===== config.mk =====
export PLATFORM = sky130hd
export DESIGN_NAME = hcc_front
export DESIGN_NICKNAME = d
export VERILOG_FILES = /design/src/rtl/hcc_pkg.sv /design/src/rtl/hcc_front.sv
export SDC_FILE = /design/constraint.sdc
export NUM_CORES = 1
export LEC_CHECK = 0
export BUFFER_PORTS_ARGS = -buffer_cell sky130_fd_sc_hd__buf_4
export CAP_MARGIN = 5
export CORE_MARGIN = 2
export CORE_UTILIZATION = 30
export DETAILED_ROUTE_END_ITERATION = 16
export GPL_TIMING_DRIVEN = 0
export PLACE_DENSITY_LB_ADDON = 0.15
export SYNTH_ARGS = -nofsm -noshare
export SYNTH_HDL_FRONTEND = slang
export SYNTH_SLANG_ARGS = --single-unit
export TNS_END_PERCENT = 30

===== constraint.sdc =====
create_clock -name aclk -period 5.3 [get_ports aclk]
set_clock_uncertainty 0.15 [all_clocks]
set_input_delay 0.265 -clock aclk [delete_from_list [all_inputs] [get_ports aclk]]
set_output_delay 0.265 -clock aclk [all_outputs]
set_load 0.1 [all_outputs]

===== src/rtl/hcc_pkg.sv =====
// shared constants, field layout and width helpers for the height map cutter
package hcc_pkg;

    localparam int GRID_MAX_DEF     = 128;
    localparam int HEIGHT_BITS_DEF  = 16;
    localparam int MAX_DIAMETER_DEF = 127;

    localparam int QUEUE_DEPTH = 2;

    localparam int CFG_IDX_W  = 1;
    localparam int CFG_DATA_W = 8;

    localparam logic [CFG_IDX_W-1:0] REG_GRID_X = 1'b0;
    localparam logic [CFG_IDX_W-1:0] REG_GRID_Y = 1'b1;

    localparam logic [CFG_DATA_W-1:0] GRID_RESET = 8'd128;

    localparam logic CMD_FILL = 1'b0;
    localparam logic CMD_CUT  = 1'b1;

    localparam int S_TDATA_W = 56;
    localparam int M_TDATA_W = 48;
    localparam int HEIGHT_IN_W = 16;
    localparam int DIAM_W    = 7;
    localparam int VOLUME_W  = 30;
    localparam int CELLS_W   = 15;

    localparam logic [VOLUME_W-1:0] VOLUME_MAX = 30'h3FFF_FFFF;
    localparam logic [CELLS_W-1:0]  CELLS_MAX  = 15'h7FFF;

    // bits for a grid coordinate, able to hold the grid size itself
    function automatic int coord_w(input int grid_max);
        return $clog2(grid_max + 1);
    endfunction

    function automatic int rad_w(input int max_rad);
        return (max_rad < 1) ? 1 : $clog2(max_rad + 1);
    endfunction

    // is_cut, height, two centres, box corners, y size, radius
    function automatic int desc_w(input int hb, input int cw, input int rw);
        return 1 + hb + 32 + 5 * cw + rw;
    endfunction

endpackage


===== src/rtl/hcc_front.sv =====
// front part: grid size registers, input accept and cut box classification
module hcc_front import hcc_pkg::*; #(
    parameter int GRID_MAX     = GRID_MAX_DEF,
    parameter int HEIGHT_BITS  = HEIGHT_BITS_DEF,
    parameter int MAX_DIAMETER = MAX_DIAMETER_DEF,
    localparam int CW     = coord_w(GRID_MAX),
    localparam int RW     = rad_w(MAX_DIAMETER / 2),
    localparam int DESC_W = desc_w(HEIGHT_BITS, CW, RW)
) (
    input  logic                  aclk,
    input  logic                  aresetn,
    input  logic                  s_tvalid,
    output logic                  s_tready,
    input  logic [S_TDATA_W-1:0]  s_tdata,
    input  logic                  s_tuser,
    input  logic                  cfg_valid,
    output logic                  cfg_ready,
    input  logic [CFG_IDX_W-1:0]  cfg_index,
    input  logic [CFG_DATA_W-1:0] cfg_data,
    input  logic                  clear_busy,
    input  logic                  q_full,
    output logic                  q_push,
    output logic [DESC_W-1:0]     q_wdata
);

    localparam int HW = HEIGHT_BITS;
    localparam int XW = (HW > HEIGHT_IN_W) ? HW : HEIGHT_IN_W;

    typedef struct packed {
        logic                is_cut;
        logic [HW-1:0]       hgt;
        logic signed [15:0]  cx;
        logic signed [15:0]  cy;
        logic [CW-1:0]       x0;
        logic [CW-1:0]       x1;
        logic [CW-1:0]       y0;
        logic [CW-1:0]       y1;
        logic [CW-1:0]       ys;
        logic [RW-1:0]       rad;
    } desc_t;

    logic [CFG_DATA_W-1:0] grid_x_reg, grid_x_next;
    logic [CFG_DATA_W-1:0] grid_y_reg, grid_y_next;

    logic signed [15:0]  cx;
    logic signed [15:0]  cy;
    logic [DIAM_W-1:0]   diam;
    logic [XW-1:0]       h_ext;
    logic [RW-1:0]       rad;
    logic [CW-1:0]       xs;
    logic [CW-1:0]       ys;
    logic signed [17:0]  rad_w18;
    desc_t               desc;

    function automatic logic [CW-1:0] clamp_box(input logic signed [17:0] v,
                                                 input logic [CW-1:0] hi);
        logic [CW-1:0] res;
        if (v < 0) begin
            res = '0;
        end else if (v > signed'(18'(hi))) begin
            res = hi;
        end else begin
            res = CW'(v);
        end
        return res;
    endfunction

    always_comb begin
        grid_x_next = grid_x_reg;
        grid_y_next = grid_y_reg;
        if (cfg_valid) begin
            unique case (cfg_index)
                REG_GRID_X: grid_x_next = cfg_data;
                REG_GRID_Y: grid_y_next = cfg_data;
            endcase
        end
    end

    always_ff @(posedge aclk) begin
        if (!aresetn) begin
            grid_x_reg <= GRID_RESET;
            grid_y_reg <= GRID_RESET;
        end else begin
            grid_x_reg <= grid_x_next;
            grid_y_reg <= grid_y_next;
        end
    end

    assign cfg_ready = 1'b1;

    assign cx    = signed'(s_tdata[15:0]);
    assign cy    = signed'(s_tdata[31:16]);
    assign diam  = s_tdata[38:32];
    assign h_ext = XW'(s_tdata[54:39]);

    assign xs = (32'(grid_x_reg) > GRID_MAX) ? CW'(GRID_MAX) : CW'(grid_x_reg);
    assign ys = (32'(grid_y_reg) > GRID_MAX) ? CW'(GRID_MAX) : CW'(grid_y_reg);

    assign rad = (32'(diam) > MAX_DIAMETER) ? RW'(MAX_DIAMETER / 2) : RW'(diam >> 1);
    assign rad_w18 = signed'(18'(rad));

    always_comb begin
        desc.is_cut = (s_tuser == CMD_CUT);
        desc.hgt    = (h_ext > XW'({HW{1'b1}})) ? {HW{1'b1}} : HW'(h_ext);
        desc.cx     = cx;
        desc.cy     = cy;
        desc.x0     = clamp_box(18'(cx) - rad_w18, xs);
        desc.x1     = clamp_box(18'(cx) + rad_w18, xs);
        desc.y0     = clamp_box(18'(cy) - rad_w18, ys);
        desc.y1     = clamp_box(18'(cy) + rad_w18, ys);
        desc.ys     = ys;
        desc.rad    = rad;
    end

    assign s_tready = !q_full && !clear_busy;
    assign q_push   = s_tvalid && s_tready;
    assign q_wdata  = desc;

endmodule


Word-level counts from Yosys, hierarchy flattened

Index checks and enable logic that the tools add are counted.

Flip-flop bits (word level): 16
Latch bits: 0
RAM bits: 0
Bits in read-only memories: 0
Bits of input ports: 72
Output and inout bits: 98
Logic and storage cells: 35
Memories kept: 0

$add $sub $neg: 4
$mul: 0
Div/mod/pow operators: 0
Order comparisons: 11
Eq/ne operators: 0
Shifts and indexed selects: 0
Mux-type cells: 11
Bitwise operators: 1
Reduce and logical (&&, ||, !) cells: 6

Operators with widths:

| cell                                                  | number |
|---|---|
| 2-to-1 mux 8 bit                                      | 10 |
| greater-than comparator 17 x 9 -> 1 bit               | 4 |
| < comparator 17 x 1 -> 1 bit, second input constant   | 4 |
| adder 16 x 7 -> 17 bit                                | 2 |
| subtractor 16 x 7 -> 17 bit                           | 2 |
| greater-than comparator 16 bit, second input constant | 1 |
| greater-than comparator 8 bit, second input constant  | 2 |
| 2-to-1 mux 16 bit                                     | 1 |
| AND reduction 2 bit                                   | 2 |
| logical AND 1 bit                                     | 2 |
| logical NOT 1 bit                                     | 2 |
| NOT 1 bit                                             | 1 |

Longest topological paths before layout

Word-level depth: 5
Mapped depth: 17
Depth with buffers taken out: 16

Worst setup path after synthesis

No wires, ideal clock.

Path type: input to output
Start: input s_tdata[0]
End: output q_wdata[45]
Data arrival time: 5297 ps
Required time: 4885 ps
Path slack: -412 ps
Cell stages on the path: 16
Path buffers: 0
Cell sequence: inv_1 > ha_1 > fa_1 > nor2b_1 > o21ai_1 > a211oi_1 > nor2_1 > xor2_1 > ha_1 > nand4_1 > nor2_1 > or2_2 > o311ai_1 > nor3b_1 > nand3_1 > a211oi_1

Word-level cells in the longest chain between the ends: 4
Elaborated cells between the ends (all ways): 5
Those cells by class: add/sub (1); order compare (2); mux (2)

Ends and longest elaborated chain:

| what                                    | RTL line         | text |
|---|---|---|
| start, declared                         | hcc_front.sv:14  | `input logic [S_TDATA_W-1:0] s_tdata,` |
| subtractor 16 x 7 -> 17 bit *           | hcc_front.sv:107 | `desc.x0 = clamp_box(18'(cx) - rad_w18, xs);` |
| greater-than comparator 17 x 9 -> 1 bit | hcc_front.sv:60  | `end else if (v > signed'(18'(hi))) begin` |
| 2-to-1 mux 8 bit                        | hcc_front.sv:60  |  |
| 2-to-1 mux 8 bit *                      | hcc_front.sv:58  | `if (v < 0) begin` |
| end, declared                           | hcc_front.sv:23  | `output logic [DESC_W-1:0] q_wdata` |

Mark *: on every way between the ends. The rest lies on a longest branch, timed or not.

Worst setup path after layout

Start: input s_tdata[38]
End: output q_wdata[15]

Word-level cells in the longest chain between the ends: 4
Elaborated cells between the ends (all ways): 5
Those cells by class: add/sub (1); order compare (2); mux (2)

Ends and longest elaborated chain:

| what                                    | RTL line         | text |
|---|---|---|
| adder 16 x 7 -> 17 bit *                | hcc_front.sv:110 | `desc.y1 = clamp_box(18'(cy) + rad_w18, ys);` |
| greater-than comparator 17 x 9 -> 1 bit | hcc_front.sv:60  |  |
| 2-to-1 mux 8 bit                        | hcc_front.sv:60  |  |
| 2-to-1 mux 8 bit *                      | hcc_front.sv:58  |  |

Marks and branches as above.

==> implementation parameters <==
Parameter                              Value

Outcome
  Outcome ... finished clean

Cells and area
  Non-Filler Instances ... 908
  Area of combinational cells with multiple inputs ... 3300 um2
  Final core occ ... 0.408
  Most frequent standard cell in the layout excluding fill and tap cells ... sky130_fd_sc_hd__buf_4
  Nets ... 861
  Final Cell Area ... 5670 um2
  P&R area growth vs syn ... 33.0%
  Area of all sequential standard cells ... 320 um2
  Commonest non-fill, non-tap cells in the layout ... 203 x sky130_fd_sc_hd__buf_4, 70 x sky130_fd_sc_hd__nand2_1, 56 x sky130_fd_sc_hd__ha_1
  Antenna diodes ... 0
  Final-layout fill cell count ... 1502
  Fraction of layout instances using a drive strength above 1 ... 0.323

Power and ir drop
  Net switching power ... 0.505 mW
  Leakage power ... 2.63 nW
  Int Pwr ... 0.466 mW
  Total power per unit cell area ... 171 nW/um2
  Maximum vdd ir drop ... 0.0731 mV
  Total power after layout ... 0.971 mW
  Clk pwr share ... 0.164
  Fraction of power spent switching nets ... 0.520
  Relative contribution of combinational cells to total power ... 0.702
  Proportion of power drawn by flip-flops and latches ... 0.134

Synthesis
  FFs w/ async S/R, synth ... 0
  Count of warnings emitted by yosys ... 0
  Synthesized area per cell ... 7.36 um2
  Area share of the largest cell type after synthesis ... 0.165
  Post-synthesis cell type with the largest combined area ... sky130_fd_sc_hd__ha_1
  Most instantiated flip-flop cell in the synthesis netlist ... sky130_fd_sc_hd__dfxtp_1
  Netlist area before placement ... 4260 um2
  Post-synth net total ... 711
  Number of storage elements in the synthesis netlist ... 16
  Cells after Synth ... 579
  Sequential element share of the synthesized area ... 0.0752
  Number of flops mapped to enable cells by yosys ... 0
  Top cells by area, synth ... sky130_fd_sc_hd__ha_1 16%, sky130_fd_sc_hd__buf_4 10%, sky130_fd_sc_hd__dfxtp_1 7.5%
  Distinct cell type count after synthesis ... 69

Clock tree
  Post-CTS setup buffer count ... 0
  Maximum level of the CTS H-tree ... 1
  Later-pin clock latency in the skew report ... 0.24 ns
  Hold buffers post-CTS ... 0
  Gates resized, CTS repair ... 0
  CTS tree ... built
  CTS Sinks ... 16
  Number of buffers created by CTS ... 3
  Clock edge transition at the registers on the reported setup and hold paths ... 0.05 ns
  Maximum count of clock buffers along a single path ... 2
  Clock tree root buffer cell ... sky130_fd_sc_hd__clkbuf_16

Die
  Initial Util ... 0.307
  DIE HEIGHT ... 123 um
  Total number of placement rows ... 43
  Boundary Pins ... 170
  Core Region ... 13900 um2
  DIE WIDTH ... 123 um
  Total Die Area ... 15200 um2

STA
  Post-route minimum period ... 4.70 ns
  Max-slew violations ... 0
  Setup Viol. Count Final ... 0
  RSZ-0062 raised after global routing ... false
  Sum Neg Setup Slack ... 0 ns
  Maximum operating frequency ... 213 MHz
  Final-report hold violation count ... 0
  Rel. slew slack ... 0.455
  Slew at the pin with the worst max-slew slack ... 0.816 ns
  Min Hold Slack ... 0.133 ns
  Crit share post-route ... 0.886
  Setup slack of the critical path after layout ... 0.603 ns

Placement
  Cell Area, Placed ... 5580 um2
  Post-detailed-placement half-perimeter wirelength ... 11300 um
  RD Place Congestion ... 0.868
  Place WS ... 0.613 ns
  Count of port buffers added during placement ... 145
  Number of cells after detailed placement ... 904

Setup path
  Reg2Reg Launch Point ... grid_x_reg[7]$_SDFFE_PN1P_
  Reg-to-reg slack, setup ... 4.20 ns
  CP Max Fanout ... 10
  Data arrival at the endpoint of the critical path ... 4.28 ns
  Reg2reg end ... grid_x_reg[7]$_SDFFE_PN1P_
  Number of cell instances on the worst register-to-register path ... 2
  Critical path launch point type ... input port
  Critical path class ... in2out
  Kind of end point of the critical path ... output port
  Req. time, crit path ... 4.89 ns

Global routing
  First-pass GRT wire length ... 20400 um
  Total global-route track usage ... 0.164
  Maximum number of pins on one net before global-route repair ... 11
  Initial antenna violation count ... 0
  Congestion Overflow GR ... 0
  Vias in the first global route ... 4303

Routing
  Vias after detailed routing ... 4477
  Wirelength, routed ... 13100 um
  Remaining number of nets flagged by the antenna check after routing ... 0
  Violation count after the first detailed-routing iteration ... 134
  Routed wire length per instance ... 14.4 um
  Post-route DRC ... 0
  Pre-Repair DR Iteration Count ... 4
  Vias/cell ... 4.93

Hold path
  Number of stages on the worst hold path ... 3
  Endpoint, Worst Hold ... grid_x_reg[7]$_SDFFE_PN1P_
  Launch instance of the worst min-delay path ... cfg_data[7]
  Worst min-delay path class ... in2reg

Run
  Maximum capacitance violations ... 0
-- Yosys cell counts (2+ instances only) --
cell type                   number
sky130_fd_sc_hd__nand2_1        70
sky130_fd_sc_hd__buf_4          58
sky130_fd_sc_hd__ha_1           56
sky130_fd_sc_hd__inv_1          37
sky130_fd_sc_hd__nor2_1         32
sky130_fd_sc_hd__nor2b_1        25
sky130_fd_sc_hd__mux2i_1        20
sky130_fd_sc_hd__a21oi_1        18
sky130_fd_sc_hd__nand3_1        18
sky130_fd_sc_hd__xnor2_1        18
sky130_fd_sc_hd__dfxtp_1        16
sky130_fd_sc_hd__nand4_1        15
sky130_fd_sc_hd__o21ai_0        15
sky130_fd_sc_hd__a21boi_0       14
sky130_fd_sc_hd__clkbuf_1       12
sky130_fd_sc_hd__xor2_1         11
sky130_fd_sc_hd__o21a_1         10
sky130_fd_sc_hd__a211oi_1        9
sky130_fd_sc_hd__a21o_1          8
sky130_fd_sc_hd__nand2b_1        8
sky130_fd_sc_hd__nor3_1          8
sky130_fd_sc_hd__nor4_1          7
sky130_fd_sc_hd__and3_1          6
sky130_fd_sc_hd__o31ai_1         6
sky130_fd_sc_hd__a31oi_1         5
sky130_fd_sc_hd__buf_2           5
sky130_fd_sc_hd__o211ai_1        5
sky130_fd_sc_hd__a31o_2          4
sky130_fd_sc_hd__and2_1          4
sky130_fd_sc_hd__fa_1            4
sky130_fd_sc_hd__or3_1           4
sky130_fd_sc_hd__o21bai_1        3
sky130_fd_sc_hd__or2_2           3
sky130_fd_sc_hd__or4_1           3
sky130_fd_sc_hd__a2111oi_4       2
sky130_fd_sc_hd__a41oi_1         2
sky130_fd_sc_hd__mux2_2          2
sky130_fd_sc_hd__nand4b_1        2
sky130_fd_sc_hd__nor3b_1         2
sky130_fd_sc_hd__o311ai_0        2
sky130_fd_sc_hd__o31a_1          2
-- kinds of logic after synthesis --
family | Yosys count | synth area share
adder cells (fa/ha/maj) | 60 | 0.183
multiplexers | 22 | 0.0523
buffers and inverters | 112 | 0.151
AO/OA/AOI/OAI | 125 | 0.224
other | 1 | 0.000880
XOR/XNOR | 29 | 0.0596
AND/OR/NAND/NOR | 214 | 0.253
flip-flops | 16 | 0.0752
-- worst max-delay path, cell delays in order --
cell                       delay, ns
sky130_fd_sc_hd__buf_4          0.11
sky130_fd_sc_hd__inv_1          0.07
sky130_fd_sc_hd__ha_1           0.29
sky130_fd_sc_hd__clkbuf_1       0.38
sky130_fd_sc_hd__a21oi_1        0.11
sky130_fd_sc_hd__nor3_1         0.55
sky130_fd_sc_hd__xnor2_1        0.22
sky130_fd_sc_hd__ha_1           0.25
sky130_fd_sc_hd__nor4_1         0.22
sky130_fd_sc_hd__o21ai_0        0.12
sky130_fd_sc_hd__a211oi_1       0.32
sky130_fd_sc_hd__o21ai_0        0.15
sky130_fd_sc_hd__a211oi_1       0.28
sky130_fd_sc_hd__nand4_2        0.35
sky130_fd_sc_hd__mux2i_1        0.28
sky130_fd_sc_hd__buf_4          0.32
-- routing by layer --
metal / wire, um / global-route usage
met5: 0 / 0
met4: 174 / 0.0355
met3: 554 / 0.00923
met2: 6590 / 0.299
met1: 5750 / 0.212
-- power by group through the flow --
stage | logic [mW] | clock network (mW) | registers (mW)
2_1_floorplan | 0.517 | 0 | 0.131
3_3_place_gp | 0.674 | 0 | 0.132
3_5_place_dp | 0.682 | 0 | 0.132
4_1_cts | 0.685 | 0.163 | 0.130
5_1_grt | 0.736 | 0.169 | 0.131
6_report | 0.682 | 0.159 | 0.130
-- worst max path at each step --
stage / start / cells past startpoint / endpoint
2_1_floorplan: grid_y_reg[7]$_SDFFE_PN1P_ / 11 / q_wdata[22]
3_3_place_gp: s_tdata[38] / 16 / q_wdata[15]
3_5_place_dp: s_tdata[38] / 16 / q_wdata[20]
4_1_cts: s_tdata[38] / 16 / q_wdata[20]
5_1_grt: s_tdata[38] / 16 / q_wdata[20]
6_report: s_tdata[38] / 16 / q_wdata[15]
-- layout make-up --
type                    count  share of cell area
repair buffers            145               0.192
flip-flops and latches     16              0.0565
clock buffers               4              0.0157
well taps                 180              0.0397
inverters                  37              0.0245
plain buffers              75              0.0892
multi-input cells         451               0.582
Note: power is estimated with default switching activity, not from simulation.
