==> config.mk <==
export PLATFORM = sky130hd
export DESIGN_NAME = hcc_queue
export DESIGN_NICKNAME = d
export VERILOG_FILES = /design/src/rtl/hcc_pkg.sv /design/src/rtl/hcc_queue.sv
export SDC_FILE = /design/constraint.sdc
export NUM_CORES = 1
export LEC_CHECK = 0
export BUFFER_PORTS_ARGS = -buffer_cell sky130_fd_sc_hd__buf_4
export CORE_ASPECT_RATIO = 1.4
export CORE_MARGIN = 8
export CORE_UTILIZATION = 40
export DETAILED_ROUTE_END_ITERATION = 7
export GPL_TIMING_DRIVEN = 0
export PLACE_DENSITY = 0.74
export SETUP_SLACK_MARGIN = 0.1
export SLEW_MARGIN = 20
export SYNTH_ARGS = -nofsm -noshare
export SYNTH_HDL_FRONTEND = slang
export SYNTH_SLANG_ARGS = --single-unit
==> constraint.sdc <==
create_clock -name aclk -period 2.65 [get_ports aclk]
set_input_delay 0.265 -clock aclk [delete_from_list [all_inputs] [get_ports aclk]]
set_output_delay 0.265 -clock aclk [all_outputs]
set_load 0.01 [all_outputs]
==> src/rtl/hcc_pkg.sv <==
// shared constants, field layout and width helpers for the height map cutter
package hcc_pkg;

    localparam int GRID_MAX_DEF     = 128;
    localparam int HEIGHT_BITS_DEF  = 16;
    localparam int MAX_DIAMETER_DEF = 127;

    localparam int QUEUE_DEPTH = 2;

    localparam int CFG_IDX_W  = 1;
    localparam int CFG_DATA_W = 8;

    localparam logic [CFG_IDX_W-1:0] REG_GRID_X = 1'b0;
    localparam logic [CFG_IDX_W-1:0] REG_GRID_Y = 1'b1;

    localparam logic [CFG_DATA_W-1:0] GRID_RESET = 8'd128;

    localparam logic CMD_FILL = 1'b0;
    localparam logic CMD_CUT  = 1'b1;

    localparam int S_TDATA_W = 56;
    localparam int M_TDATA_W = 48;
    localparam int HEIGHT_IN_W = 16;
    localparam int DIAM_W    = 7;
    localparam int VOLUME_W  = 30;
    localparam int CELLS_W   = 15;

    localparam logic [VOLUME_W-1:0] VOLUME_MAX = 30'h3FFF_FFFF;
    localparam logic [CELLS_W-1:0]  CELLS_MAX  = 15'h7FFF;

    // bits for a grid coordinate, able to hold the grid size itself
    function automatic int coord_w(input int grid_max);
        return $clog2(grid_max + 1);
    endfunction

    function automatic int rad_w(input int max_rad);
        return (max_rad < 1) ? 1 : $clog2(max_rad + 1);
    endfunction

    // is_cut, height, two centres, box corners, y size, radius
    function automatic int desc_w(input int hb, input int cw, input int rw);
        return 1 + hb + 32 + 5 * cw + rw;
    endfunction

endpackage

==> src/rtl/hcc_queue.sv <==
// short command queue between the front and back parts
module hcc_queue import hcc_pkg::*; #(
    parameter int WIDTH = 8,
    parameter int DEPTH = QUEUE_DEPTH,
    localparam int PW = (DEPTH > 1) ? $clog2(DEPTH) : 1,
    localparam int NW = $clog2(DEPTH + 1)
) (
    input  logic             aclk,
    input  logic             aresetn,
    input  logic             push,
    input  logic [WIDTH-1:0] wdata,
    input  logic             pop,
    output logic [WIDTH-1:0] rdata,
    output logic             full,
    output logic             empty
);

    logic [WIDTH-1:0] entry_reg [DEPTH];
    logic [PW-1:0]    wr_ptr_reg, wr_ptr_next;
    logic [PW-1:0]    rd_ptr_reg, rd_ptr_next;
    logic [NW-1:0]    count_reg, count_next;

    always_comb begin
        wr_ptr_next = wr_ptr_reg;
        rd_ptr_next = rd_ptr_reg;
        count_next  = count_reg;
        if (push) begin
            wr_ptr_next = (wr_ptr_reg == PW'(DEPTH - 1)) ? '0 : wr_ptr_reg + 1'b1;
        end
        if (pop) begin
            rd_ptr_next = (rd_ptr_reg == PW'(DEPTH - 1)) ? '0 : rd_ptr_reg + 1'b1;
        end
        if (push && !pop) begin
            count_next = count_reg + 1'b1;
        end else if (pop && !push) begin
            count_next = count_reg - 1'b1;
        end
    end

    always_ff @(posedge aclk) begin
        if (!aresetn) begin
            wr_ptr_reg <= '0;
            rd_ptr_reg <= '0;
            count_reg  <= '0;
        end else begin
            wr_ptr_reg <= wr_ptr_next;
            rd_ptr_reg <= rd_ptr_next;
            count_reg  <= count_next;
        end
    end

    always_ff @(posedge aclk) begin
        if (push) begin
            entry_reg[wr_ptr_reg] <= wdata;
        end
    end

    assign rdata = entry_reg[rd_ptr_reg];
    assign full  = (count_reg == NW'(DEPTH));
    assign empty = (count_reg == '0);

endmodule

# == Word level (Yosys, flattened, before mapping) ==
# Memory sizes are Yosys's and may differ from the RTL's. A register that Yosys moved wholly into a read port is not among the register bits.
# Index checks and enable logic that the tools add are counted.
# totals
n_memories,1
mem_bits_rw,16
out_inout_bits,10
reg_bits,4
word_cells,23
# classes
eq_ne,1
muxes,8
n_reduce_logical,6
addsub,4
# memory_table
memory,words,word_bits,read_ports,rd_ports_with_merged_regs,write_ports,line_no,text
entry_reg,2,8,1,1,1,hcc_queue.sv:18,logic [WIDTH-1:0] entry_reg [DEPTH];
# op_table
operator,n
$mux 1,6
$mux 2,2
$add 1x1->1 const B,2
$add 2x1->2 const B,1
$eq 2x2->1 const B,1
$logic_and 1x1->1,2
$logic_not 1->1,2
$logic_not 2->1,1
$reduce_bool 2->1,1
$sub 2x1->2 const B,1

# == Logic depth before layout (Yosys ltp) ==
# Gate-level depths: netlist of the first run.
# depth
depth_word,4
depth_mapped,5
mapped_depth_nobuf,5

# == Worst setup path after synthesis of the first run ==
# Ideal clock, no wire load.
# synth_path
path_type,input to register
startpoint,input pop
endpoint,register count_reg[1]
setup_ps,70
arrival_time_ps,1063
n_path_buf,0
path_slack_ps,1517
cell_stages,4
path_cell_list,inv_1 ha_1 or3_1 a21boi_1
# synth_between
elab_chain_len,3
word_cells_on_any_way,5
# synth_rtl
item,line_no,text
from (decl),hcc_queue.sv:12,"input logic pop,"
$logic_not 1->1,hcc_queue.sv:33,if (push && !pop) begin
$logic_and 1x1->1,hcc_queue.sv:33,
$mux 2 or $reduce_bool 2->1 (tied branches),-,
to (signal assigned),hcc_queue.sv:48,count_reg <= count_next;
to (decl),hcc_queue.sv:21,"logic [NW-1:0] count_reg, count_next;"
# Parallel ways exist; a longest one is shown, timed or not.
# A chain may end at the register's enable or synchronous reset.

==> summary.md, run 1 <==
| Metric | Value |
|---|---|
| Fin Setup TNS | `0 ns` |
| Detailed Place HPWL | `1079 µm` |
| Largest register FFs | `16` |
| Largest net degree at the start of global routing | `12` |
| Yosys top cell area share | `60.47%` |
| Hold path cells | `1` |
| RR Endpoint | `entry_reg[0][7]$_DFFE_PP_` |
| Longest Clk Path Bufs | `2` |
| GRT overflow | `0` |
| Die width | `53.67 µm` |
| Reg-to-reg setup timing slack | `1.36 ns` |
| R2R depth | `1` |
| Post-synth cell types | `16` |
| Crit path time final | `1.583 ns` |
| Cells after Synth | `47` |
| Crit path kind | `flop to primary output` |
| Hold-critical path endpoint | `entry_reg[0][7]$_DFFE_PP_` |
| Clock latency on the worst-skew pair | `0.29 ns` |
| Seq cells post-synth | `21` |
| Endpoint class of the critical path | `primary output` |
| Power per cell area | `633.4 nW/µm²` |
| Clock Tree Root | `clkbuf_4` |
| Crit start category | `flop` |
| Max Slew Vio Count | `0` |
| Max Cap Viol | `0` |
| Drt drc | `0` |
| Status | `complete, no violations` |
| Drt via density | `4.882` |
| FF-to-FF Start | `wr_ptr_reg$_SDFFE_PN0P_` |
| Total GRT Usage | `8.745%` |
| # H-tree levels | `1` |
| Die Y | `68.73 µm` |
| Iteration-0 DRC Markers | `5` |
| Cell Rows | `19` |
| Die area | `3688 µm²` |
| DR WL/cell | `15.13 µm` |
| Req. time, crit path | `2.38 ns` |
| First-pass GRT wire length | `2297 µm` |
| RSZ-0062 raised after global routing | `false` |
| DR pass1 iterations | `2` |
| Hold Crit Class | `input port to flop` |
| # hold bufs at CTS | `0` |
| Least-Margin Pin Slew | `0.7711 ns` |
| Total core area | `1926 µm²` |
| Worst vdd ir | `0.0003272 V` |
| I/O pin count | `22` |
| Dominant cell type by area after synthesis | `edfxtp_1` |
| TritonCTS Buffers | `3` |
| Vias | `454` |
| Mapped Area | `794.5 µm²` |
| Post-synthesis sequential area ratio | `73.07%` |
| Clk sinks | `21` |
| Setup Skew | `0.001163 ns` |
| Critical path data arrival time | `1.32 ns` |
| Layout fillers | `182` |
| CTS tree | `yes` |
| PortBufs | `21` |
| HP Start | `wdata[7]` |
| Setup Buffers After CTS | `0` |
| ANT cells | `0` |
| Synth area leaders | `edfxtp_1 (60%), dfxtp_1 (13%), mux2_2 (11%), and2_1 (3.1%), xor2_1 (2.2%)` |
| CTS clk-pin slew, worst paths | `0.10 ns` |
| Post-synthesis average cell area | `16.90 µm²` |
| Initial Util | `41.26%` |
| Final period utilization | `59.75%` |
| Slew HR | `48.49%` |
| Antenna viol nets, final | `0` |
| Initial antenna violation count | `0` |
| Share of cells above drive strength 1 | `47.22%` |
| Ys Warns | `0` |
| Setup-failing EPs final | `0` |
| Syn nets | `60` |
| Final Net Count | `86` |
| Crit-path max FO | `8` |
| Layout area overhead | `26.46%` |
| Fmax | `631.6 MHz` |
| WL final | `1407 µm` |
| Leak | `0.3998 nW` |
| Hold slack final | `0.1521 ns` |
| Hold Fails Final Rpt | `0` |
| Post_cts resized | `0` |
| Vias in the first global route | `513` |
| GP Congestion | `0.6576` |
worst max path at each step:
stage / from / endpoint / slack (ns)
finish: flop / rdata[0] / 1.07
global route: flop / rdata[2] / 1.0
CTS: flop / rdata[0] / 1.04
detailed placement: push / entry_reg[0][4]$_DFFE_PP_ / 1.25
global placement: push / entry_reg[0][4]$_DFFE_PP_ / 1.28
floorplan: pop / count_reg[1]$_SDFFE_PN0P_ / 1.52
logic make-up after synthesis:
| logic type | synth area share, % |
|---|---|
| compound gates | 2.520 |
| simple gates | 7.086 |
| fa+ha+maj | 1.575 |
| mux | 11.34 |
| flops | 73.07 |
| xor+xnor | 3.308 |
| buf+inv | 1.101 |
per-layer routing:
metal | up-vias | GRT usage [%] | wire [µm]
met4 | 0 | 4.747 | 13
met3 | 4 | 3.219 | 117
met5 | - | 0 | 0
li1 | 218 | - | -
met2 | 19 | 15.12 | 713
met1 | 213 | 8.786 | 562
critical path: stages, from the launching register on:
cell	delay (ns)
dfxtp_1	0.32
buf_2	0.21
mux2_2	0.36
buf_4	0.14
cell usage in the layout, fill, tap and decap left out, types with 2 or more instances in the layout:
master    count
and2_1        4
buf_4        21
clkbuf_4      3
dfxtp_1       5
edfxtp_1     16
mux2_2        8
nor2b_1       2
xor2_1        2
per-stage QoR:
stage / instance area (µm²) / util [%] / std cells / total power [mW] / worst slack [ns]
final: 1005 / 52.18 / 93 / 0.6364 / 1.067
after global routing: 1005 / 52.18 / 93 / 0.6704 / 0.9999
after CTS: 1005 / 52.18 / 93 / 0.6466 / 1.042
after detailed placement: 978.4 / 50.81 / 89 / 0.5013 / 1.249
after global placement: 978.4 / 50.81 / 89 / 0.4953 / 1.281
after floorplan: 794.5 / - / 47 / 0.4470 / 1.517
Yosys cell counts:
cell / number
a21boi_1: 1
mux2_2: 8
and2b_2: 1
and2_1: 4
or3_1: 1
o21a_1: 1
inv_1: 1
nor2b_1: 2
xnor2_1: 1
nor2_1: 1
ha_1: 1
edfxtp_1: 16
xor2_1: 2
o21ai_0: 1
buf_2: 1
dfxtp_1: 5
where the power goes:
part	switching [mW]	leakage [nW]	internal (mW)	total [mW]
sequential	0.00913	0.192	0.377	0.386
clock	0.0867	0.0150	0.0585	0.145
combinational	0.0450	0.193	0.0602	0.105
area by class of cell:
cell class / instances / area (µm²) / share of cell area [%]
Tap cell: 21 / 26.28 / 2.615
Sequential cell: 21 / 580.6 / 57.78
Timing Repair Buffer: 21 / 157.7 / 15.69
Buffer: 1 / 5.005 / 0.4981
Multi-Input combinational cell: 24 / 205.2 / 20.42
Inverter: 1 / 3.754 / 0.3736
Clock buffer: 4 / 26.28 / 2.615
No activity file was read; power rests on OpenSTA's default activity.
==> run 2, diff against run 1 <==
Settings changed: ABC_AREA set to 1.
Clock period 2.65 ns to 1.5 ns, I/O delays scaled along.
==> summary.md, run 2 <==
| Metric | Value |
|---|---|
| Antenna viol nets, final | `0 (unchanged)` |
| Crit path kind | `flop to primary output` |
| Die width | `53.91 µm (+0.45%)` |
| TritonCTS Buffers | `3 (unchanged)` |
| Detailed Place HPWL | `1027 µm (-4.9%)` |
| Final Non-Filler Cells | `104 (+12%)` |
| Final Worst Setup Slack | `0.1350 ns (-0.9316 ns)` |
| Iteration-0 DRC Markers | `8 (+3)` |
| Hold Crit Class | `input port to flop` |
| GP Congestion | `0.6853 (+4.2%)` |
| Comb pwr share | `18.7% (+2.2 points)` |
| Setup-failing EPs final | `0 (unchanged)` |
| Most common cell after layout, fill and taps aside | `edfxtp_1` |
| Worst vdd ir | `0.0006257 V (+91%)` |
| Critical path data arrival time | `1.21 ns (-0.11 ns)` |
| Buf/Inv on CP | `2 (unchanged)` |
| CTS tree | `yes` |
| Layout area overhead | `34.99%` |
| RSZ-0062 raised after global routing | `true` |
| Fin Setup TNS | `0 ns (unchanged)` |
| Post-synthesis average cell area | `13.87 µm² (-18%)` |
| CP Cell Sequence | `buf_8 -> mux2_4 -> buf_6` |
| Top post-synthesis cells by count | `edfxtp_1 (16), inv_1 (8), mux2_2 (8), nor2_1 (7), dfxtp_1 (5)` |
| Final period utilization | `91.00%` |
| Clk sinks | `21 (unchanged)` |
| Part of the power in the clock network | `22.6% (-0.2 points)` |
| Initial antenna violation count | `0 (unchanged)` |
| Largest register FFs | `16 (unchanged)` |
| Leak | `0.4731 nW (+18%)` |
| Mapped Area | `804.5 µm² (+1.3%)` |
| Post-synthesis async set-or-reset flop share | `0% (unchanged)` |
| Max Cap Viol | `0 (unchanged)` |
| Cell Rows | `19 (unchanged)` |
| ANT cells | `0 (unchanged)` |
| Switching part of the total | `22.91% (+0.77 points)` |
| Status | `complete, no violations` |
| Total GRT Usage | `7.319% (-1.4 points)` |
| Yosys top cell area share | `59.72% (-0.75 points)` |
| WL final | `1333 µm (-5.3%)` |
| First-pass GRT wire length | `2056 µm (-10%)` |
| Most used DFF post-synth | `edfxtp_1` |
| Drt via density | `4.644 (-4.9%)` |
| Slowest stage cell, crit path | `dfxtp_2` |
| Psw | `266.3 µW (+89%)` |
| Max Slew Vio Count | `0 (unchanged)` |
| Levels on crit path | `3 (unchanged)` |
| Largest delay contributor family on the critical path | `flip-flops` |
| Crit start category | `flop` |
| DR pass1 iterations | `4 (+2)` |
| Crit path time final | `1.365 ns` |
| Seq cells post-synth | `21 (unchanged)` |
| Clock Tree Root | `clkbuf_4` |
| Post-synthesis sequential area ratio | `72.16% (-0.91 points)` |
| Total core area | `1926 µm² (unchanged)` |
| Drt drc | `0 (unchanged)` |
| Largest stage delay, worst path | `0.35 ns (about the same)` |
| Hold path cells | `1 (unchanged)` |
| Req. time, crit path | `1.35 ns (-1.03 ns)` |
| Cells after Synth | `58 (+23%)` |
| Internal power | `896.3 µW (+81%)` |
| Final Net Count | `97 (+13%)` |
| PortBufs | `21 (unchanged)` |
| Clock latency on the worst-skew pair | `0.30 ns (about the same)` |
| Synth area leaders | `edfxtp_1 (60%), dfxtp_1 (12%), mux2_2 (11%), inv_1 (3.7%), nor2_1 (3.3%)` |
| Post-synth cell types | `16 (unchanged)` |
| Setup Skew | `0.002743 ns (+0.001580 ns)` |
| R2R depth | `1 (unchanged)` |
| Endpoint class of the critical path | `primary output` |
| Hold Fails Final Rpt | `0 (unchanged)` |
| CTS clk-pin slew, worst paths | `0.11 ns (about the same)` |
| Ys Warns | `0 (unchanged)` |
| Share of cells above drive strength 1 | `43.37% (-3.8 points)` |
| Least-Margin Pin Slew | `0.6711 ns (-0.1001 ns)` |
| Crit-path max FO | `8 (unchanged)` |
| GRT overflow | `0 (unchanged)` |
| Power per cell area | `1070 nW/µm² (+69%)` |
| Fmax | `732.6 MHz` |
| Vias in the first global route | `496 (-3.3%)` |
| Syn nets | `71 (+18%)` |
| Largest net degree at the start of global routing | `12 (unchanged)` |
| Post-synth EDFFs | `16 (unchanged)` |
| Slew HR | `55.10% (+6.6 points)` |
| Placed cell count | `100 (+12%)` |
| Seq pwr share | `58.7% (-1.9 points)` |
| Die Y | `69.07 µm (+0.49%)` |
| DR WL/cell | `12.82 µm (-15%)` |
| Pre-CTS WS | `0.2555 ns (-0.9931 ns)` |
| Top-count cell post-synth | `edfxtp_1` |
| I/O pin count | `22 (unchanged)` |
| # H-tree levels | `1 (unchanged)` |
| Dominant cell type by area after synthesis | `edfxtp_1` |
| Most frequent cells in the layout | `edfxtp_1 (16), buf_4 (13), mux2_4 (8), inv_1 (8), buf_6 (8)` |
| Longest Clk Path Bufs | `2 (unchanged)` |
| Vias | `483 (+6.4%)` |
| Initial Util | `41.78% (+0.52 points)` |
| Die area | `3723 µm² (+0.94%)` |
| Layout fillers | `166 (-8.8%)` |
[run 2: cell count changes in the layout (fill, tap and decap cells not counted), moves of 6 or more]
cell | before | now
buf_4 | 21 | 13
buf_6 | 0 | 8
inv_1 | 1 | 8
mux2_2 | 8 | 0
mux2_4 | 0 | 8
nor2_1 | 1 | 7
[run 2: cell families (layout without fill, tap and decap cells)]
kind of cell,Yosys count,in the layout,synth area share (%)
compound gates,2,2,1.243
xor+xnor,1,1,1.089
fa+ha+maj,1,1,1.555
buf+inv,10,35,4.820
flops,21,21,72.16
mux,8,8,11.20
simple gates,15,15,7.931
[run 2: power by group through the flow]
stage	Sequential [mW]	Clock (mW)	Combinational, mW
3_3_place_gp	0.691	0	0.177
5_1_grt	0.686	0.287	0.237
2_1_floorplan	0.689	0	0.0962
3_5_place_dp	0.693	0	0.182
6_report	0.682	0.263	0.217
4_1_cts	0.681	0.265	0.188
[run 2: metal layers]
| metal | global-route usage [%] | vias to the layer above | wire, µm |
|---|---|---|---|
| li1 | - | 247 | - |
| met2 | 11.64 | 18 | 648 |
| met1 | 7.841 | 215 | 534 |
| met3 | 2.575 | 3 | 123 |
| met4 | 4.225 | 0 | 27 |
| met5 | 0 | - | 0 |
[run 2: layout make-up]
type                            instances  area (µm²)  share of cell area [%]
Inverter                                9       33.78                   3.111
Buffer                                  1       15.01                   1.382
Multi-Input combinational cell         27       215.2                   19.82
Clock buffer                            4       26.28                   2.419
Timing Repair Buffer                   21       187.7                   17.28
Sequential cell                        21       581.8                   53.57
Tap cell                               21       26.28                   2.419
[run 2: path summary, 6_finish.rpt]
check	start	slack (ns)	to
worst max-delay path	flop	0.14	rdata[5]
worst min-delay path	wdata[0]	0.03	entry_reg[0][0]$_DFFE_PP_
worst max register to register	wr_ptr_reg$_SDFFE_PN0P_	0.28	entry_reg[0][3]$_DFFE_PP_
worst min register to register	wr_ptr_reg$_SDFFE_PN0P_	0.52	wr_ptr_reg$_SDFFE_PN0P_
[run 2: repair_timing]
item                       4_1_cts  5_1_grt
setup buffers                    0        0
hold endpoints to repair         0        0
hold buffers                     0        0
gates cloned                     0        0
pin swaps                        0        0
setup endpoints to repair        8        8
resized for setup                4       16
[run 2: stage by stage]
stage	util, %	hold WS, ns	power, mW	cell area [µm²]
2_1_floorplan	-	0.2489	0.7856	804.5
3_3_place_gp	51.33	0.3357	0.8683	988.4
3_5_place_dp	51.33	0.3382	0.8755	988.4
4_1_cts	53.28	0.02473	1.135	1026
5_1_grt	56.40	0.01098	1.211	1086
6_report	56.40	0.02739	1.163	1086
==> run 3, diff against run 2 <==
Settings changed: BUFFER_PORTS_ARGS -buffer_cell sky130_fd_sc_hd__buf_4 to not set, DONT_BUFFER_PORTS set to 1, PLACE_DENSITY 0.74 to 0.64.
==> summary.md, run 3 (synthesis results as in run 2) <==
| Metric | Value |
|---|---|
| CTS clk-pin slew, worst paths | `0.12 ns (about the same)` |
| Status | `complete, no violations` |
| Drt drc | `0 (unchanged)` |
| Total core area | `1926 µm² (unchanged)` |
| Fmax | `744.9 MHz (+1.7%)` |
| Endpoint class of the critical path | `primary output` |
| Largest net degree at the start of global routing | `13 (+1)` |
| DR WL/cell | `14.95 µm (+17%)` |
| Internal power | `826.0 µW (-7.8%)` |
| Slew HR | `52.14% (-3.0 points)` |
| Clk sinks | `21 (unchanged)` |
| Largest stage delay, worst path | `0.38 ns (+0.03 ns)` |
| Crit path time final | `1.343 ns (-0.02249 ns)` |
| Antenna viol nets, final | `0 (unchanged)` |
| Final period utilization | `89.50% (-1.5 points)` |
| Least-Margin Pin Slew | `0.7152 ns (+0.04419 ns)` |
| Most frequent cells in the layout | `edfxtp_1 (16), dlygate4sd3_1 (10), mux2_2 (8), inv_1 (8), nor2_1 (7)` |
| CTS tree | `yes` |
| ANT cells | `0 (unchanged)` |
| Hold slack final | `0.01108 ns (-0.01631 ns)` |
| # H-tree levels | `1 (unchanged)` |
| Critical path data arrival time | `1.19 ns (-0.02 ns)` |
| Power per cell area | `1126 nW/µm² (+5.2%)` |
| Hold Fails Final Rpt | `0 (unchanged)` |
| Crit start category | `flop` |
| Final Non-Filler Cells | `93 (-11%)` |
| Die Y | `69.07 µm (unchanged)` |
| First-pass GRT wire length | `2118 µm (+3.0%)` |
| Largest register FFs | `16 (unchanged)` |
| Layout fillers | `180 (+8.4%)` |
| GP Congestion | `0.5977 (-13%)` |
| Layout area overhead | `19.44%` |
| Die area | `3723 µm² (unchanged)` |
| Initial antenna violation count | `0 (unchanged)` |
| Final Net Count | `86 (-11%)` |
| PortBufs | `0 (-100%)` |
| CP Cell Sequence | `clkbuf_4 -> mux2_2` |
| Hold Crit Class | `input port to flop` |
| Switching part of the total | `23.65% (+0.74 points)` |
| TritonCTS Buffers | `3 (unchanged)` |
| Largest delay contributor family on the critical path | `multiplexers` |
| Leak | `0.3734 nW (-21%)` |
| Pre-CTS WS | `0.2475 ns (-0.007960 ns)` |
| I/O pin count | `22 (unchanged)` |
| Setup-failing EPs final | `0 (unchanged)` |
| Vias | `449 (-7.0%)` |
| Crit path kind | `flop to primary output` |
| Comb pwr share | `12.6% (-6.1 points)` |
| Cell Rows | `19 (unchanged)` |
| Crit-path max FO | `8 (unchanged)` |
| Clock latency on the worst-skew pair | `0.29 ns (about the same)` |
| DR pass1 iterations | `2 (-2)` |
| Seq pwr share | `62.8% (+4.1 points)` |
| Total GRT Usage | `7.762% (+0.44 points)` |
| Reg-to-reg setup timing slack | `0.24 ns (-0.04 ns)` |
| Clock Tree Root | `clkbuf_4` |
| Setup Skew | `0.002949 ns (+0.0002064 ns)` |
| Detailed Place HPWL | `953.2 µm (-7.1%)` |
| Fin Setup TNS | `0 ns (unchanged)` |
| Req. time, crit path | `1.35 ns (about the same)` |
| Initial Util | `41.78% (unchanged)` |
| GRT overflow | `0 (unchanged)` |
| Worst vdd ir | `0.0007008 V (+12%)` |
| Vias in the first global route | `491 (-1.0%)` |
| Final Worst Setup Slack | `0.1575 ns (+0.02248 ns)` |
| Slowest stage cell, crit path | `mux2_2` |
| Longest Clk Path Bufs | `2 (unchanged)` |
| Psw | `255.9 µW (-3.9%)` |
| DP Area | `830.8 µm² (-16%)` |
| Final non-filler cell area | `960.9 µm² (-12%)` |
| WL final | `1390 µm (+4.3%)` |
| Placed cell count | `79 (-21%)` |
| Drt via density | `4.828 (+4.0%)` |
| Die width | `53.91 µm (unchanged)` |
| Part of the power in the clock network | `24.6% (+2.0 points)` |
| Most common cell after layout, fill and taps aside | `edfxtp_1` |
| Max Cap Viol | `0 (unchanged)` |
| Max Slew Vio Count | `0 (unchanged)` |
| RSZ-0062 raised after global routing | `false` |
| Share of cells above drive strength 1 | `20.83% (-23 points)` |
| Buf/Inv on CP | `1 (-1)` |
| Iteration-0 DRC Markers | `12 (+4)` |
-- run 3: cell types whose count changed in the layout (fill, tap and decap cells not counted), moves of 8 or more --
| cell | change |
|---|---|
| buf_4 | -13 |
| buf_6 | -8 |
| dlygate4sd3_1 | +10 |
| mux2_2 | +8 |
| mux2_4 | -8 |
-- run 3: stage by stage --
step	util [%]	total power, mW
after floorplan	-	0.7856
after global placement	43.14	0.8033
after detailed placement	43.14	0.8075
after CTS	49.25	1.088
after global routing	49.90	1.135
final	49.90	1.082
-- run 3: worst paths after layout --
kind	startpoint	to	cells after the start
setup / recovery	flop	rdata[3]	2
hold / removal	pop	rd_ptr_reg$_SDFFE_PN0P_	2
setup reg to reg	wr_ptr_reg$_SDFFE_PN0P_	entry_reg[0][4]$_DFFE_PP_	1
hold reg to reg	wr_ptr_reg$_SDFFE_PN0P_	wr_ptr_reg$_SDFFE_PN0P_	2
-- run 3: repair_timing --
item / in CTS / in global routing
endpoints found under the hold margin: 20 / 1
gates resized for setup: 0 / 1
setup buffers: 0 / 0
setup endpoints to repair: 0 / 8
hold buffers: 9 / 1
-- run 3: cell type report --
class / count / area (µm²) / share of cell area, %
buffer: 1 / 7.507 / 0.7812
clock buffer: 3 / 22.52 / 2.344
clock inverter: 1 / 5.005 / 0.5208
inverter: 9 / 33.78 / 3.516
multi-input combinational: 27 / 185.2 / 19.27
sequential: 21 / 580.6 / 60.42
tap: 21 / 26.28 / 2.734
timing repair buffer: 10 / 100.1 / 10.42
-- run 3: routing by layer --
metal  global-route usage [%]  up-vias  share of wire [%]
li1                         -      222                  -
met1                    7.170      211                 35
met2                    13.20       14                 53
met3                    3.433        2                 10
met4                    4.225        0                1.0
met5                        0        -                  0
-- run 3: power by group through the flow --
stage / sequential, mW / combinational, mW / clock, mW
finish: 0.680 / 0.136 / 0.266
global route: 0.683 / 0.155 / 0.296
CTS: 0.680 / 0.138 / 0.270
detailed placement: 0.694 / 0.114 / 0
global placement: 0.691 / 0.112 / 0
floorplan: 0.689 / 0.0962 / 0
